[config.mk]
export PLATFORM = sky130hd
export DESIGN_NAME = lmr_ram
export DESIGN_NICKNAME = d
export VERILOG_FILES = /design/src/sv/lmr_ram.sv
export SDC_FILE = /design/constraint.sdc
export NUM_CORES = 1
export LEC_CHECK = 0
export ABC_AREA = 0
export BUFFER_PORTS_ARGS = -buffer_cell sky130_fd_sc_hd__buf_2
export CAP_MARGIN = 25
export CORE_ASPECT_RATIO = 0.7
export CORE_MARGIN = 2
export CORE_UTILIZATION = 40
export DETAILED_ROUTE_END_ITERATION = 7
export GPL_TIMING_DRIVEN = 0
export PLACE_DENSITY = 0.59
export SLEW_MARGIN = 10
export SYNTH_ARGS = -nofsm -noshare
export SYNTH_HDL_FRONTEND = slang
export SYNTH_SLANG_ARGS = --single-unit
[constraint.sdc]
create_clock -name clk -period 1.85 [get_ports clk]
set_input_delay 0.37 -clock clk [delete_from_list [all_inputs] [get_ports clk]]
set_output_delay 0.37 -clock clk [all_outputs]
set_load 0.1 [all_outputs]
[src/sv/lmr_ram.sv]
`default_nettype none

module lmr_ram #(
    parameter int WIDTH = 8,
    parameter int DEPTH = 16
) (
    input  wire logic                     clk,
    input  wire logic                     wr_en,
    input  wire logic [$clog2(DEPTH)-1:0] wr_addr,
    input  wire logic [WIDTH-1:0]         wr_data,
    input  wire logic                     rd_en,
    input  wire logic [$clog2(DEPTH)-1:0] rd_addr,
    output logic      [WIDTH-1:0]         rd_data
);

    logic [WIDTH-1:0] mem [DEPTH];
    logic [WIDTH-1:0] rd_data_reg;

    always_ff @(posedge clk)
    begin
        if (wr_en)
        begin
            mem[wr_addr] <= wr_data;
        end
        if (rd_en)
        begin
            rd_data_reg <= mem[rd_addr];
        end
    end

    assign rd_data = rd_data_reg;

endmodule

`default_nettype wire

* Yosys cells after proc, flatten, opt, wreduce, memory -nomap -nowiden
Memories as Yosys holds them, arrays and structs flattened. A register that Yosys moved wholly into a read port is not among the register bits.
Index checks and enable logic that the tools add are counted.
** Storage, ports and cells
- Memories :: 1
- Register bits after elaboration :: 0
- Logic and storage cells :: 3
- Bits of input ports :: 19
- Output and inout port bits :: 8
- RAM bits :: 128
** Operators by class
- Multiplexer cells :: 2
** Memory list
- mem :: depth 16, bits a word 8, rd ports 1, clocked after Yosys merged registers in 1, wr ports 1, line 16 : logic [WIDTH-1:0] mem [DEPTH];
** Operator list (count)
- two-way mux 1 bit :: 2

* Depth between registers and ports, before layout
- Depth after elaboration :: 2
- Mapped depth :: 5
- Depth with buffers taken out :: 3

* Least setup slack after synthesis
No wires, ideal clock.
- Kind :: input-to-reg
- From :: in wr_addr[2]
- To :: mem mem[0][0], enable pin
- Setup slack :: -0.013 ns
- Buffers on the path :: 0
- Setup time :: 0.383 ns
- Required time :: 1.467 ns
- Data arrival time :: 1.480 ns
- Stages :: 2
- Path through :: or3b_2 -> nor3_1
** RTL lines
- from (decl) :: line 9 : input wire logic [$clog2(DEPTH)-1:0] wr_addr,
- to (decl) :: line 16
Straight into the memory's write port.

* Worst setup path in the final report
- From :: in wr_addr[2]
- To :: mem mem[3][3], enable pin
Straight into the memory's write port.

==> results.yml <==
layout:
  area_delta_synth_final_pct: 19.7
  fill_cells: 1031
  fin_area_mm2: 0.00626
  largest_reg_flops: 128
  drive_above_1_share_pct: 30.4
  design.final.nets: 293
  antenna_cells: 0
placement:
  placedInstanceArea_mm2: 0.00558
  portBuffers: 25
  post-place-ws_ps: -292
  dpl.hpwl_mm: 6.86
  gp_congestion: 0.743
yosys:
  yosysSeqAreaShare_pct: 78.1
  synth_area_mm2: 0.00523
  ys_ff_latch: 136
  synthCells: 229
  ys_types: 18
  syn-mean-instance-area_um2: 22.8
  synth_area_leaders: "edfxtp_1 (78%), mux4_2 (7.8%), mux4_1 (7.0%), a22oi_1 (2.3%), nor2_1 (0.93%)"
  synth_top_area_share_pct: 78.1
  async_flop_share_pct: 0
  synth-edff-count: 136
  ys.warnings.count: 0
  synth_most_common_cell: "edfxtp_1"
  syn_nets: 248
  synth_area_leader_cell: "edfxtp_1"
  dominantRegCellSynth: "edfxtp_1"
  ys_top_cells_by_count: "edfxtp_1 (136), mux4_2 (18), a22oi_1 (16)"
global_route:
  track_usage_pct: 16.4
  overflow: 0
  grt_first_pass_wirelength_mm: 15.8
  grt_max_degree: 17
  grt_pass1_vias: 2466
  antenna_found_initial: 0
detailed_routing:
  routedWlPerCell_um: 23.7
  drt_iter0_markers: 184
  detail-route-antenna-nets: 0
  drc_errors: 0
  dr.pass1.iters: 4
  routed_via_density: 5.34
  routed_wl_mm: 10.6
  vias: 2394
die:
  rows: 34
  die_w_um: 141
  die_area_mm2: 0.0140
  io_pins: 27
  chipHeight_um: 99.6
  initial_core_util_pct: 41.5
  coreArea_mm2: 0.0126
power:
  ir_worst_vdd_mv: 0.797
  power_density_mw_per_mm2: 1250
  comb_power_share_pct: 5.7
  seqPwrFrac_pct: 44.6
  finalPower_uw: 7810
  swShare_pct: 20.0
  p_clk_share_pct: 49.7
  power_leakage_uw: 0.00209
  p_int_uw: 6250
  power_switching_uw: 1560
cts:
  htreeDepth: 4
  clockBufferDepth: 2
  cts_setup_buffers: 0
  post_cts_resized: 0
  cts-buffers-inserted: 17
  worst_skew_pair.late_latency_ps: 410
  clk_pin_slew_ps: 60
  holdBufCountCts: 0
  clock_sinks: 136
  tritoncts: "done"
  cts-root-buf: "clkbuf_16"
timing:
  fmax_mhz: 597
  fin_crit_sh_pct: 90.5
  slew_viol_final: 0
  worst_pin_slew_ps: 857
  finalClockSkew_ps: 7.59
  fin_ws_ps: 176
  finalHoldViolCount: 0
  slew_headroom_pct: 42.7
  rsz0062_at_grt: "false"
  finalSetupTns_ps: 0
  finalSetupViolCount: 0
  layout_min_cycle_time_ps: 1670
worst_setup_path:
  cp_slowest_stage_delay_ps: 680
  critPathCaptureType: "register"
  path_buf_inv: 1
  worstRegToRegCells: 3
  cp_top_family: "simple AND/OR/NAND/NOR gates"
  crit_type: "input pin to register"
  crit_chain: "buf_2, or3b_2, nor2_1"
  crit_path_max_fanout: 8
  cp-start-kind: "input pin"
  critical_path_depth: 3
  slowest_stage: "nor2_1"
  worst_ep_arrival_time_ps: 1700
  required_ps: 1880
min_path:
  min_path_type: "input pin to register"
  holdPathStages: 1
run:
  cap_viol_max_count: 0
status:
  outcome: "finished clean"
## worst register-to-register path, delay by kind of cell, from the launching register on
family / cells / cell delay (ps)
and+or+nand+nor: 1 / 110
DFF: 1 / 380
AOI/OAI and AO/OA: 1 / 250
muxes: 1 / 540
## routing by layer
metal  vias up  GRT usage, %  routed length (µm)
met4         0          5.31                 120
met5         -             0                   0
met3        10          4.48                 606
met2        69          23.3                4740
li1       1074             -                   -
met1      1241          24.7                5140
## power by group through the flow
stage	combinational [µW]	sequential [µW]	clock, µW
6_report	445	3490	3880
5_1_grt	473	3490	4070
4_1_cts	452	3490	3930
3_3_place_gp	442	3550	0
2_1_floorplan	175	3660	0
3_5_place_dp	451	3550	0
## cell usage in the layout (no fill, tap or decap)
cell             count
nand2_1              9
clkbuf_16           17
a22oi_1             16
nand2b_1             2
and2b_1              1
clkinv_1             2
clkinv_2             2
nor2b_1              1
mux4_2              18
nor2_1              13
inv_6                1
mux4_1              14
nand3b_1             2
buf_4                2
nor3_2               3
clkdlybuf4s25_2      3
buf_6                3
nor3_1               1
buf_2               28
nand3_1              1
edfxtp_1           136
or3b_2               1
clkinv_4             1
clkinvlp_4           1
bufinv_16            7
and2_1               1
## layout make-up
cell class | instances | area (µm²) | share of cell area, %
plain buffers | 10 | 86.3 | 1.38
clock buffers | 17 | 425 | 6.80
clock inverters | 14 | 253 | 4.04
multi-input cells | 83 | 1070 | 17.1
flip-flops and latches | 136 | 4080 | 65.3
well taps | 162 | 203 | 3.24
repair buffers | 26 | 133 | 2.12
## stage by stage
step,util (%),std cells,hold WS [ps]
final,49.7,448,304
after global routing,49.7,448,297
after CTS,49.7,448,299
after detailed placement,44.3,417,723
after global placement,44.2,416,705
after floorplan,-,229,469
## worst paths after layout
| kind | start | end | slack (ps) |
|---|---|---|---|
| worst min register to register | mem[11][2] | rd_data[2] | 760 |
| worst max register to register | mem[15][0] | rd_data[0] | 300 |
| worst max-delay path | wr_addr[2] | mem[3][3] | 180 |
| worst min-delay path | rd_en | rd_data[2] | 300 |
## cells by family after synthesis
kind of cell	Yosys count	share of synthesized area, %
AOI/OAI and AO/OA	16	2.30
buffers and inverters	10	1.65
DFF	136	78.1
muxes	32	14.8
and+or+nand+nor	35	3.14
No activity file was read; power rests on OpenSTA's default activity.
